===== src/rtl/core/crdf_pkg.sv =====
// Shared types, constants and helper functions of the CRC-framed request deframer.
package crdf_pkg;

    localparam int FRAME_BYTES    = 24;
    localparam int CRC_BYTES      = 20;
    localparam int MAX_PAYLOAD    = 4096;
    localparam int FILL_W         = 5;
    localparam int LEN_W          = 13;

    localparam logic [12:0] REPLY_OVERHEAD = 13'd28;
    localparam logic [31:0] CRC_POLY       = 32'hEDB8_8320;
    localparam logic [31:0] CRC_INIT       = 32'hFFFF_FFFF;
    localparam logic [31:0] CNT_MAX        = 32'hFFFF_FFFF;
    localparam logic [7:0]  MAGIC_0        = 8'h4D;
    localparam logic [7:0]  MAGIC_1        = 8'h33;
    localparam logic [7:0]  MAGIC_2        = 8'h52;
    localparam logic [7:0]  MAGIC_3        = 8'h51;
    localparam logic [15:0] FRAME_VERSION  = 16'd1;

    // Register reset values.
    localparam logic [15:0] SNAP_OP_RST    = 16'd1;
    localparam logic [15:0] FLASH_OP_RST   = 16'd2;
    localparam logic [12:0] LIMIT_RST      = 13'd256;
    localparam logic [15:0] TIMEOUT_RST    = 16'd500;
    localparam logic [24:0] FLASH_SIZE_RST = 25'h100_0000;
    localparam logic [1:0]  SRC_EN_RST     = 2'b11;

    localparam int CFG_IDX_W  = 3;
    localparam int CFG_DATA_W = 25;

    localparam logic [CFG_IDX_W-1:0] CFG_SNAP_OP    = 3'd0;
    localparam logic [CFG_IDX_W-1:0] CFG_FLASH_OP   = 3'd1;
    localparam logic [CFG_IDX_W-1:0] CFG_LIMIT      = 3'd2;
    localparam logic [CFG_IDX_W-1:0] CFG_TIMEOUT    = 3'd3;
    localparam logic [CFG_IDX_W-1:0] CFG_FLASH_SIZE = 3'd4;
    localparam logic [CFG_IDX_W-1:0] CFG_SRC_EN     = 3'd5;

    localparam logic [1:0] KIND_BAD   = 2'd0;
    localparam logic [1:0] KIND_SNAP  = 2'd1;
    localparam logic [1:0] KIND_FLASH = 2'd2;

    typedef enum logic [1:0] {
        OP_BYTE  = 2'd0,
        OP_TICK  = 2'd1,
        OP_SENT  = 2'd2,
        OP_ABORT = 2'd3
    } crdf_op_t;

    typedef enum logic [1:0] {
        ST_IDLE,
        ST_CRC,
        ST_CHECK
    } crdf_state_t;

    typedef struct packed {
        logic [1:0]  operation;
        logic [7:0]  data_byte;
        logic [31:0] now_ms;
        logic [12:0] sent_count;
    } crdf_in_t;

    typedef struct packed {
        logic        accepted;
        logic        frame_done;
        logic [1:0]  read_kind;
        logic [31:0] request_id;
        logic [31:0] read_address;
        logic [12:0] read_length;
        logic [15:0] op_code;
        logic [12:0] pending_bytes;
        logic [31:0] request_total;
        logic [31:0] bad_request_total;
        logic [31:0] timeout_total;
    } crdf_out_t;

    typedef struct packed {
        logic load;
        logic shift;
    } crdf_cell_ctl_t;

    function automatic logic [31:0] sat_inc(input logic [31:0] v);
        sat_inc = (v == CNT_MAX) ? v : v + 32'd1;
    endfunction

    // One byte of the reflected CRC-32, bit by bit.
    function automatic logic [31:0] crc32_byte(input logic [31:0] crc, input logic [7:0] b);
        logic [31:0] c;
        c = crc ^ {24'd0, b};
        for (int k = 0; k < 8; k++) begin
            c = c[0] ? ((c >> 1) ^ CRC_POLY) : (c >> 1);
        end
        crc32_byte = c;
    endfunction

endpackage


===== src/rtl/core/crdf_cell.sv =====
// One byte cell of the frame window chain.
module crdf_cell (
    input  logic                    aclk,
    input  crdf_pkg::crdf_cell_ctl_t ctl,
    input  logic [7:0]              load_byte,
    input  logic [7:0]              right_byte,
    output logic [7:0]              byte_q
);
    import crdf_pkg::*;

    logic [7:0] byte_reg;
    logic [7:0] byte_next;

    // A slide takes the neighbor's byte; a load takes the incoming byte.
    always_comb begin
        byte_next = byte_reg;
        if (ctl.shift) begin
            byte_next = right_byte;
        end else if (ctl.load) begin
            byte_next = load_byte;
        end
    end

    always_ff @(posedge aclk) begin
        byte_reg <= byte_next;
    end

    assign byte_q = byte_reg;

endmodule


===== src/rtl/core/crdf_crc.sv =====
// Iterative CRC-32 unit that folds in one byte per cycle while step_en is high.
module crdf_crc (
    input  logic        aclk,
    input  logic        init,
    input  logic        step_en,
    input  logic [7:0]  data_byte,
    output logic [31:0] crc_q
);
    import crdf_pkg::*;

    logic [31:0] crc_reg;
    logic [31:0] crc_next;

    always_comb begin
        crc_next = crc_reg;
        if (init) begin
            crc_next = CRC_INIT;
        end else if (step_en) begin
            crc_next = crc32_byte(crc_reg, data_byte);
        end
    end

    always_ff @(posedge aclk) begin
        crc_reg <= crc_next;
    end

    assign crc_q = crc_reg;

endmodule


===== src/rtl/core/crc_framed_request_deframer_core.sv =====
// Top level of the CRC-framed request deframer: window chain, CRC pass and request decode.
//
// Usage: items arrive on s_valid/s_ready/s_data, each an operation (received byte,
// time tick, reply bytes sent, abort) with its byte, time and sent count. Every item
// yields exactly one result on m_valid/m_ready/m_data.
// An item that does not complete the 24-byte window is answered in the cycle after
// acceptance. The byte that fills the window starts a CRC pass over the first
// 20 window bytes, one byte per cycle through the CRC unit, followed by the ST_CHECK
// decode state, which loads that item's result into the output register.
// Flow control: one item is in flight at a time; s_ready is high only while no item
// is at work and the output register is empty, so a new item is taken only after
// the result of the last one has been delivered.
// Reset (aresetn low at a clock edge) restores the register defaults, empties the
// window, clears any pending reply and zeroes the saturating counters.
// When the receiver stalls, the result holds in the output register and no new
// item is taken until it has been delivered.
// Configuration is written through cfg_wr_en/cfg_index/cfg_wr_data while idle.
module crc_framed_request_deframer_core (
    input  logic                                aclk,
    input  logic                                aresetn,
    input  logic                                s_valid,
    output logic                                s_ready,
    input  crdf_pkg::crdf_in_t                  s_data,
    output logic                                m_valid,
    input  logic                                m_ready,
    output crdf_pkg::crdf_out_t                 m_data,
    input  logic                                cfg_wr_en,
    input  logic [crdf_pkg::CFG_IDX_W-1:0]      cfg_index,
    input  logic [crdf_pkg::CFG_DATA_W-1:0]     cfg_wr_data
);
    import crdf_pkg::*;

    localparam logic [FILL_W-1:0] LAST_SLOT = FILL_W'(FRAME_BYTES - 1);
    localparam logic [FILL_W-1:0] LAST_CRC  = FILL_W'(CRC_BYTES - 1);
    localparam logic [16:0]       MAX_P     = 17'(MAX_PAYLOAD);

    // Configuration registers.
    logic [15:0] snap_op_reg;
    logic [15:0] flash_op_reg;
    logic [12:0] limit_reg;
    logic [15:0] timeout_reg;
    logic [24:0] flash_size_reg;
    logic [1:0]  src_en_reg;

    // Control state.
    crdf_state_t       state_reg, state_next;
    logic [FILL_W-1:0] fill_reg, fill_next;
    logic [FILL_W-1:0] crc_idx_reg, crc_idx_next;
    logic [31:0]       last_time_reg, last_time_next;
    logic [12:0]       reply_size_reg, reply_size_next;
    logic [12:0]       reply_sent_reg, reply_sent_next;
    logic [31:0]       req_cnt_reg, req_cnt_next;
    logic [31:0]       bad_cnt_reg, bad_cnt_next;
    logic [31:0]       tmo_cnt_reg, tmo_cnt_next;
    logic              m_valid_reg, m_valid_next;
    crdf_out_t         m_data_reg, m_data_next;

    logic        s_accept;
    logic        out_load;
    logic        idle_drop;
    logic [FILL_W-1:0] fill_base;
    logic [12:0] pending;
    logic        byte_taken;
    logic        window_full;
    logic        slide;

    logic [7:0]     win [FRAME_BYTES];
    logic [7:0]     right_nb [FRAME_BYTES];
    crdf_cell_ctl_t cell_ctl [FRAME_BYTES];

    logic [31:0] crc_q;
    logic        crc_init;
    logic        crc_step;

    // Decode of a full window.
    logic        magic_ok, crc_ok, frame_ok;
    logic [15:0] ver, opc;
    logic [31:0] rid, addr, len, crc_rx;
    logic [12:0] lim;
    logic        snap_ok, flash_ok;
    logic [32:0] addr_end;
    logic [1:0]  kind;
    logic [12:0] glen;

    assign s_ready  = (state_reg == ST_IDLE) && !m_valid_reg;
    assign s_accept = s_valid && s_ready;
    assign m_valid  = m_valid_reg;
    assign m_data   = m_data_reg;

    // A byte or tick first drops a stale partial frame.
    assign idle_drop = (fill_reg != '0) &&
                       ((s_data.now_ms - last_time_reg) > {16'd0, timeout_reg});
    assign fill_base = idle_drop ? '0 : fill_reg;
    assign pending   = reply_size_reg - reply_sent_reg;

    assign byte_taken  = s_accept && (crdf_op_t'(s_data.operation) == OP_BYTE) &&
                         (reply_size_reg == '0);
    assign window_full = byte_taken && (fill_base == LAST_SLOT);

    // The window chain: each cell holds one byte and can take its right neighbor's.
    for (genvar i = 0; i < FRAME_BYTES; i++) begin : g_cell
        if (i == FRAME_BYTES - 1) begin : g_tail
            assign right_nb[i] = 8'd0;
        end else begin : g_body
            assign right_nb[i] = win[i+1];
        end
        assign cell_ctl[i].load  = byte_taken && (fill_base == FILL_W'(i));
        assign cell_ctl[i].shift = slide;
        crdf_cell u_cell (
            .aclk       (aclk),
            .ctl        (cell_ctl[i]),
            .load_byte  (s_data.data_byte),
            .right_byte (right_nb[i]),
            .byte_q     (win[i])
        );
    end

    assign crc_init = window_full;
    assign crc_step = (state_reg == ST_CRC);

    crdf_crc u_crc (
        .aclk      (aclk),
        .init      (crc_init),
        .step_en   (crc_step),
        .data_byte (win[crc_idx_reg]),
        .crc_q     (crc_q)
    );

    // Field extraction and request checks, used in the decode cycle.
    always_comb begin
        magic_ok = (win[0] == MAGIC_0) && (win[1] == MAGIC_1) &&
                   (win[2] == MAGIC_2) && (win[3] == MAGIC_3);
        crc_rx   = {win[23], win[22], win[21], win[20]};
        crc_ok   = (crc_rx == ~crc_q);
        frame_ok = magic_ok && crc_ok;
        ver      = {win[5], win[4]};
        opc      = {win[7], win[6]};
        rid      = {win[11], win[10], win[9], win[8]};
        addr     = {win[15], win[14], win[13], win[12]};
        len      = {win[19], win[18], win[17], win[16]};
        lim      = ({4'd0, limit_reg} > MAX_P) ? MAX_P[12:0] : limit_reg;
        addr_end = {1'b0, addr} + {1'b0, len};
        snap_ok  = (ver == FRAME_VERSION) && (opc == snap_op_reg) && (addr == '0) &&
                   (len == {19'd0, lim}) && src_en_reg[0];
        flash_ok = (ver == FRAME_VERSION) && (opc == flash_op_reg) && (len != '0) &&
                   (len <= {19'd0, lim}) && (addr <= {7'd0, flash_size_reg}) &&
                   (addr_end <= {8'd0, flash_size_reg}) && src_en_reg[1];
        if (snap_ok) begin
            kind = KIND_SNAP;
        end else if (flash_ok) begin
            kind = KIND_FLASH;
        end else begin
            kind = KIND_BAD;
        end
        glen = (kind == KIND_BAD) ? 13'd0 : len[12:0];
    end

    assign slide = (state_reg == ST_CHECK) && !frame_ok;

    // Next state.
    always_comb begin
        state_next = state_reg;
        case (state_reg)
            ST_IDLE: begin
                if (window_full) begin
                    state_next = ST_CRC;
                end
            end
            ST_CRC: begin
                if (crc_idx_reg == LAST_CRC) begin
                    state_next = ST_CHECK;
                end
            end
            ST_CHECK: begin
                state_next = ST_IDLE;
            end
            default: begin
                state_next = ST_IDLE;
            end
        endcase
    end

    // Datapath and result register updates.
    always_comb begin
        fill_next       = fill_reg;
        crc_idx_next    = crc_idx_reg;
        last_time_next  = last_time_reg;
        reply_size_next = reply_size_reg;
        reply_sent_next = reply_sent_reg;
        req_cnt_next    = req_cnt_reg;
        bad_cnt_next    = bad_cnt_reg;
        tmo_cnt_next    = tmo_cnt_reg;
        out_load        = 1'b0;
        m_data_next     = m_data_reg;
        m_data_next.accepted     = 1'b1;
        m_data_next.frame_done   = 1'b0;
        m_data_next.read_kind    = KIND_BAD;
        m_data_next.request_id   = '0;
        m_data_next.read_address = '0;
        m_data_next.read_length  = '0;
        m_data_next.op_code      = '0;

        case (state_reg)
            ST_IDLE: begin
                if (s_accept) begin
                    out_load = !window_full;
                    case (crdf_op_t'(s_data.operation))
                        OP_BYTE: begin
                            if (reply_size_reg != '0) begin
                                m_data_next.accepted = 1'b0;
                            end else begin
                                if (idle_drop) begin
                                    tmo_cnt_next = sat_inc(tmo_cnt_reg);
                                end
                                last_time_next = s_data.now_ms;
                                fill_next      = fill_base + FILL_W'(1);
                                crc_idx_next   = '0;
                            end
                        end
                        OP_TICK: begin
                            if (idle_drop) begin
                                fill_next    = '0;
                                tmo_cnt_next = sat_inc(tmo_cnt_reg);
                            end
                        end
                        OP_SENT: begin
                            if (s_data.sent_count > pending) begin
                                m_data_next.accepted = 1'b0;
                            end else if (s_data.sent_count == pending) begin
                                reply_size_next = '0;
                                reply_sent_next = '0;
                            end else begin
                                reply_sent_next = reply_sent_reg + s_data.sent_count;
                            end
                        end
                        OP_ABORT: begin
                            fill_next       = '0;
                            reply_size_next = '0;
                            reply_sent_next = '0;
                        end
                        default: begin
                            fill_next = fill_reg;
                        end
                    endcase
                end
            end
            ST_CRC: begin
                crc_idx_next = crc_idx_reg + FILL_W'(1);
            end
            ST_CHECK: begin
                out_load = 1'b1;
                if (frame_ok) begin
                    m_data_next.frame_done   = 1'b1;
                    m_data_next.read_kind    = kind;
                    m_data_next.request_id   = rid;
                    m_data_next.read_address = addr;
                    m_data_next.read_length  = glen;
                    m_data_next.op_code      = opc;
                    req_cnt_next    = sat_inc(req_cnt_reg);
                    if (kind == KIND_BAD) begin
                        bad_cnt_next = sat_inc(bad_cnt_reg);
                    end
                    fill_next       = '0;
                    reply_sent_next = '0;
                    reply_size_next = REPLY_OVERHEAD + glen;
                end else begin
                    bad_cnt_next = sat_inc(bad_cnt_reg);
                    fill_next    = LAST_SLOT;
                end
            end
            default: begin
                out_load = 1'b0;
            end
        endcase

        m_data_next.pending_bytes     = reply_size_next - reply_sent_next;
        m_data_next.request_total     = req_cnt_next;
        m_data_next.bad_request_total = bad_cnt_next;
        m_data_next.timeout_total     = tmo_cnt_next;

        m_valid_next = m_valid_reg;
        if (out_load) begin
            m_valid_next = 1'b1;
        end else if (m_ready) begin
            m_valid_next = 1'b0;
        end
    end

    always_ff @(posedge aclk) begin
        if (!aresetn) begin
            state_reg      <= ST_IDLE;
            fill_reg       <= '0;
            crc_idx_reg    <= '0;
            last_time_reg  <= '0;
            reply_size_reg <= '0;
            reply_sent_reg <= '0;
            req_cnt_reg    <= '0;
            bad_cnt_reg    <= '0;
            tmo_cnt_reg    <= '0;
            m_valid_reg    <= 1'b0;
        end else begin
            state_reg      <= state_next;
            fill_reg       <= fill_next;
            crc_idx_reg    <= crc_idx_next;
            last_time_reg  <= last_time_next;
            reply_size_reg <= reply_size_next;
            reply_sent_reg <= reply_sent_next;
            req_cnt_reg    <= req_cnt_next;
            bad_cnt_reg    <= bad_cnt_next;
            tmo_cnt_reg    <= tmo_cnt_next;
            m_valid_reg    <= m_valid_next;
        end
    end

    // The result payload needs no reset; it is only read with m_valid.
    always_ff @(posedge aclk) begin
        if (out_load) begin
            m_data_reg <= m_data_next;
        end
    end

    // Configuration registers.
    always_ff @(posedge aclk) begin
        if (!aresetn) begin
            snap_op_reg    <= SNAP_OP_RST;
            flash_op_reg   <= FLASH_OP_RST;
            limit_reg      <= LIMIT_RST;
            timeout_reg    <= TIMEOUT_RST;
            flash_size_reg <= FLASH_SIZE_RST;
            src_en_reg     <= SRC_EN_RST;
        end else if (cfg_wr_en) begin
            case (cfg_index)
                CFG_SNAP_OP:    snap_op_reg    <= cfg_wr_data[15:0];
                CFG_FLASH_OP:   flash_op_reg   <= cfg_wr_data[15:0];
                CFG_LIMIT:      limit_reg      <= cfg_wr_data[12:0];
                CFG_TIMEOUT:    timeout_reg    <= cfg_wr_data[15:0];
                CFG_FLASH_SIZE: flash_size_reg <= cfg_wr_data[24:0];
                CFG_SRC_EN:     src_en_reg     <= cfg_wr_data[1:0];
                default: begin
                    src_en_reg <= src_en_reg;
                end
            endcase
        end
    end

    // The window is full for the whole CRC pass and decode cycle.
    a_full_while_busy: assert property (@(posedge aclk) disable iff (!aresetn)
        (state_reg != ST_IDLE) |-> (fill_reg == FILL_W'(FRAME_BYTES)))
        else $error("window not full during CRC pass");

    // At rest the window never holds a complete frame.
    a_fill_bound: assert property (@(posedge aclk) disable iff (!aresetn)
        (state_reg == ST_IDLE) |-> (fill_reg < FILL_W'(FRAME_BYTES)))
        else $error("fill count out of range");

    // The CRC index stays inside the checked bytes.
    a_crc_idx: assert property (@(posedge aclk) disable iff (!aresetn)
        (state_reg == ST_CRC) |-> (crc_idx_reg <= LAST_CRC))
        else $error("CRC index past checked bytes");

    // Acknowledged bytes never exceed the reply size.
    a_reply_order: assert property (@(posedge aclk) disable iff (!aresetn)
        reply_sent_reg <= reply_size_reg)
        else $error("reply sent count exceeds reply size");

    // Bytes are only taken into the window while no reply is pending.
    a_no_byte_pending: assert property (@(posedge aclk) disable iff (!aresetn)
        (reply_size_reg != '0) |-> !byte_taken)
        else $error("byte stored while a reply is pending");

endmodule

===== config.mk =====
export PLATFORM = sky130hd
export DESIGN_NAME = crc_framed_request_deframer_core
export DESIGN_NICKNAME = d
export VERILOG_FILES = /design/src/rtl/core/crdf_pkg.sv /design/src/rtl/core/crdf_cell.sv /design/src/rtl/core/crdf_crc.sv /design/src/rtl/core/crc_framed_request_deframer_core.sv
export SDC_FILE = /design/constraint.sdc
export NUM_CORES = 2
export LEC_CHECK = 0
export BUFFER_PORTS_ARGS = -buffer_cell sky130_fd_sc_hd__buf_2
export CORE_ASPECT_RATIO = 2
export CORE_MARGIN = 4
export CORE_UTILIZATION = 63
export CTS_BUF_LIST = sky130_fd_sc_hd__clkbuf_8
export DETAILED_ROUTE_END_ITERATION = 12
export GPL_TIMING_DRIVEN = 0
export PLACE_DENSITY = 0.91
export SLEW_MARGIN = 20
export SYNTH_ARGS = -nofsm -noshare
export SYNTH_HDL_FRONTEND = slang
export SYNTH_SLANG_ARGS = --single-unit

===== constraint.sdc =====
create_clock -name aclk -period 19.9 [get_ports aclk]
set_input_delay 1.99 -clock aclk [delete_from_list [all_inputs] [get_ports aclk]]
set_output_delay 1.99 -clock aclk [all_outputs]
set_load 0.1 [all_outputs]

==> impl_results.md <==
* Design internal power at 2310 uW
* XOR/XNOR Fraction of Synth Area at under 10%
* Vias in the first global route at 32,510
* M1 GR Usage at 35.09%
* Slew headroom at approximately a fifth
* Area of the multi-input gates at 0.01857 mm^2
* GP Congestion at 1.058
* Starting Density at 63.47%
* Slew Viols, Final at 0
* Worst Skew at 55.66 ps
* Met3 Track Usage GR at 8.277%
* First-pass GRT wire length at 185,000 um
* Max frequency at 99.16 MHz
* Initial DRC count at 2,724
* Mean Syn Cell Area at between 10 and 15 um^2
* Gates resized, CTS repair at 0
* NetSw at 1083 uW
* Area delta synth->final at 12.31%
* Row Count at 126
* Initial antenna violation count at 5
* Status: complete, no violations
* CP max stage delay at 780 ps
* Post-synthesis cell type count at 96
* Synth top cells by count: nand2_1 (467), edfxtp_1 (390), dfxtp_1 (295), a21oi_1 (241), a21o_1 (234)
* Die width at 180.3 um
* Worst vdd ir at 0.08897 mV
* Worst slack, placed at 9418 ps
* Met2 Use GR at slightly below 70%
* Net Sw Frac at 31.91%
* Worst slew pin tran at 1200 ps
* Reg2reg setup slack at 10,930 ps
* Setup violations, final at 0
* Synth Register Bits at 685
* Max-cap violations at 0
* Top-area cell type share of the netlist area at 31.29%
* Delay-heaviest family, CP: simple AND/OR/NAND/NOR gates
* Power density cells at just over 80 mW/mm^2
* Seq. cell area at 0.01762 mm^2
* Register area share after synthesis at 47.07%
* Largest net degree at the start of global routing at 32
* Clock sink count at 685
* Critical path class: in -> reg
* CTS tree: built
* CP bufs+invs at 10
* Avg WL per Cell at ~25 um
* Die area at 0.06360 mm^2
* Largest cells by area after synthesis: edfxtp_1 (31%), dfxtp_1 (16%), ha_1 (6.7%), a21o_1 (4.7%), nand2_1 (4.7%)
* Filler cells at 4,240
* Synth Flop Type: edfxtp_1
* Worst Setup End Kind: flip-flop
* Lkg Pwr at 0.01713 uW
* Clock power share at 33.7%
* Nets at 4,376
* Worst-path clk slew at 70 ps
* Combinational family with the most area after synthesis: simple AND/OR/NAND/NOR gates
* Via Count at 31,760
* EDFF count, synth at 390
* Most common cell in the netlist: nand2_1
* # IOs at 296
* Clock Latency Late Sink at 740 ps
* Ratio of cells with drive above 1 in the final layout at 13.81%
* Synth area leader: edfxtp_1
* Syn Inst Count at 3,683
* Worst path arrival time at 10,530 ps
* Initial DRT Pass Iterations at 7
* Multiplexer share of the synthesized area at under 10%
* Detailed Route WL at 124,000 um
* Layer with the highest usage: met2
* Post-Synth Adder-Cell Area at 6.987%
* Post-Syn Area at 0.03742 mm^2
* Largest register FFs at 206
* Startpoint Class: primary input
* Post-Syn Nets at 3,977
* Yosys synthesis warning count at 0
* Seq pwr share at 46.8%
* HP Class: reg -> reg
* Grt total ovfl at 0
* Fin crit share at 50.68%
* Die Y at between 300 and 400 um
* Final ANT Viol Nets at 0
* Setup tns final at 0 ps
* Setup ws final at 9815 ps
* Post-synthesis simple-gate area fraction at 16.86%
* Crit path max fanout at 24
* Power Total at 3393 uW
* Worst path required time at 20,340 ps
* DP HPWL at ~96,000 um
* IO buf count at around 290
* Min cycle time layout at 10,090 ps
* Residual DRC at 0
* All-Layer GR Usage at 37.84%
* Longest Clk Path Bufs at 3
* RSZ-0062 raised after global routing: false
* Core area at 0.05896 mm^2
* DR vias/cell at 6.435
* Num CTS Buffers at 94
* Combinational power share at between 10% and 20%
* Post-CTS Setup Bufs at 0
* Compound-cell area share of the yosys netlist at 14.06%
* CP max stage cell: or4_1
* CTS Hold Buffers Added at 0
* CTS H-tree lvls at 3
* Endpoints failing hold at 0
* Share of synthesized registers carrying an async set or reset at 0%
* Root buffer cell: clkbuf_8
## tightest hold or removal path, stage by stage (launching register included)
cell and delay (ps):
dfxtp_1 310, nand2_1 50, a21oi_1 50
## layer usage
metal	vias up	wire length, um
li1	14070	-
met2	2044	62270
met5	-	13
met3	775	10130
met1	14870	37070
met4	2	14540
## metrics by stage
step	cells	util [%]	hold slack [ps]	area, um^2
floorplan	3683	-	431.8	37420
global placement	4744	67.59	441.1	39850
detailed placement	4754	67.96	446.5	40070
CTS	4931	71.26	455.6	42020
global route	4932	71.28	472.2	42030
finish	4935	71.29	454.0	42030
## cells by family (layout without fill, tap and decap cells)
group,after synthesis,count (layout)
other,0,4
adder cells (fa/ha/maj),206,206
XOR/XNOR,292,292
flip-flops,685,685
AO/OA/AOI/OAI,803,803
AND/OR/NAND/NOR,1265,1265
buffers and inverters,315,795
multiplexers,117,117
## final timing paths
kind,from,to,depth (start not counted)
max reg2reg,last_time_reg[0]$_SDFFE_PN0P_,m_data[147]$_SDFFCE_PN0P_,32
max,s_data[13],m_data[147]$_SDFFCE_PN0P_,34
min reg2reg,last_time_reg[14]$_SDFFE_PN0P_,last_time_reg[14]$_SDFFE_PN0P_,2
min,last_time_reg[14]$_SDFFE_PN0P_,last_time_reg[14]$_SDFFE_PN0P_,2
## cell type report
class,instances,area share [%]
sequential,685,41.91
clock buffer,101,3.307
tap,768,2.286
antenna,4,0.02381
multi-input combinational,2683,44.17
timing repair buffer,303,3.965
buffer,169,1.706
clock inverter,76,1.328
inverter,146,1.304
## cell usage in the layout, fill, tap and decap left out, types with 164 or more instances in the layout
cell      instances
a21oi_1         241
buf_2           314
and2_1          171
ha_1            201
dfxtp_1         295
edfxtp_1        390
nor2_1          164
a21o_1          234
nand2_1         467
inv_1           168
## power by group through the flow
stage / registers, uW / clock network (uW) / logic, uW
after detailed placement: 1620 / 0 / 650
after floorplan: 1810 / 0 / 309
after CTS: 1590 / 1150 / 653
after global routing: 1590 / 1210 / 702
final: 1590 / 1140 / 661
after global placement: 1630 / 0 / 630
Power figures use the tool's default switching activity.
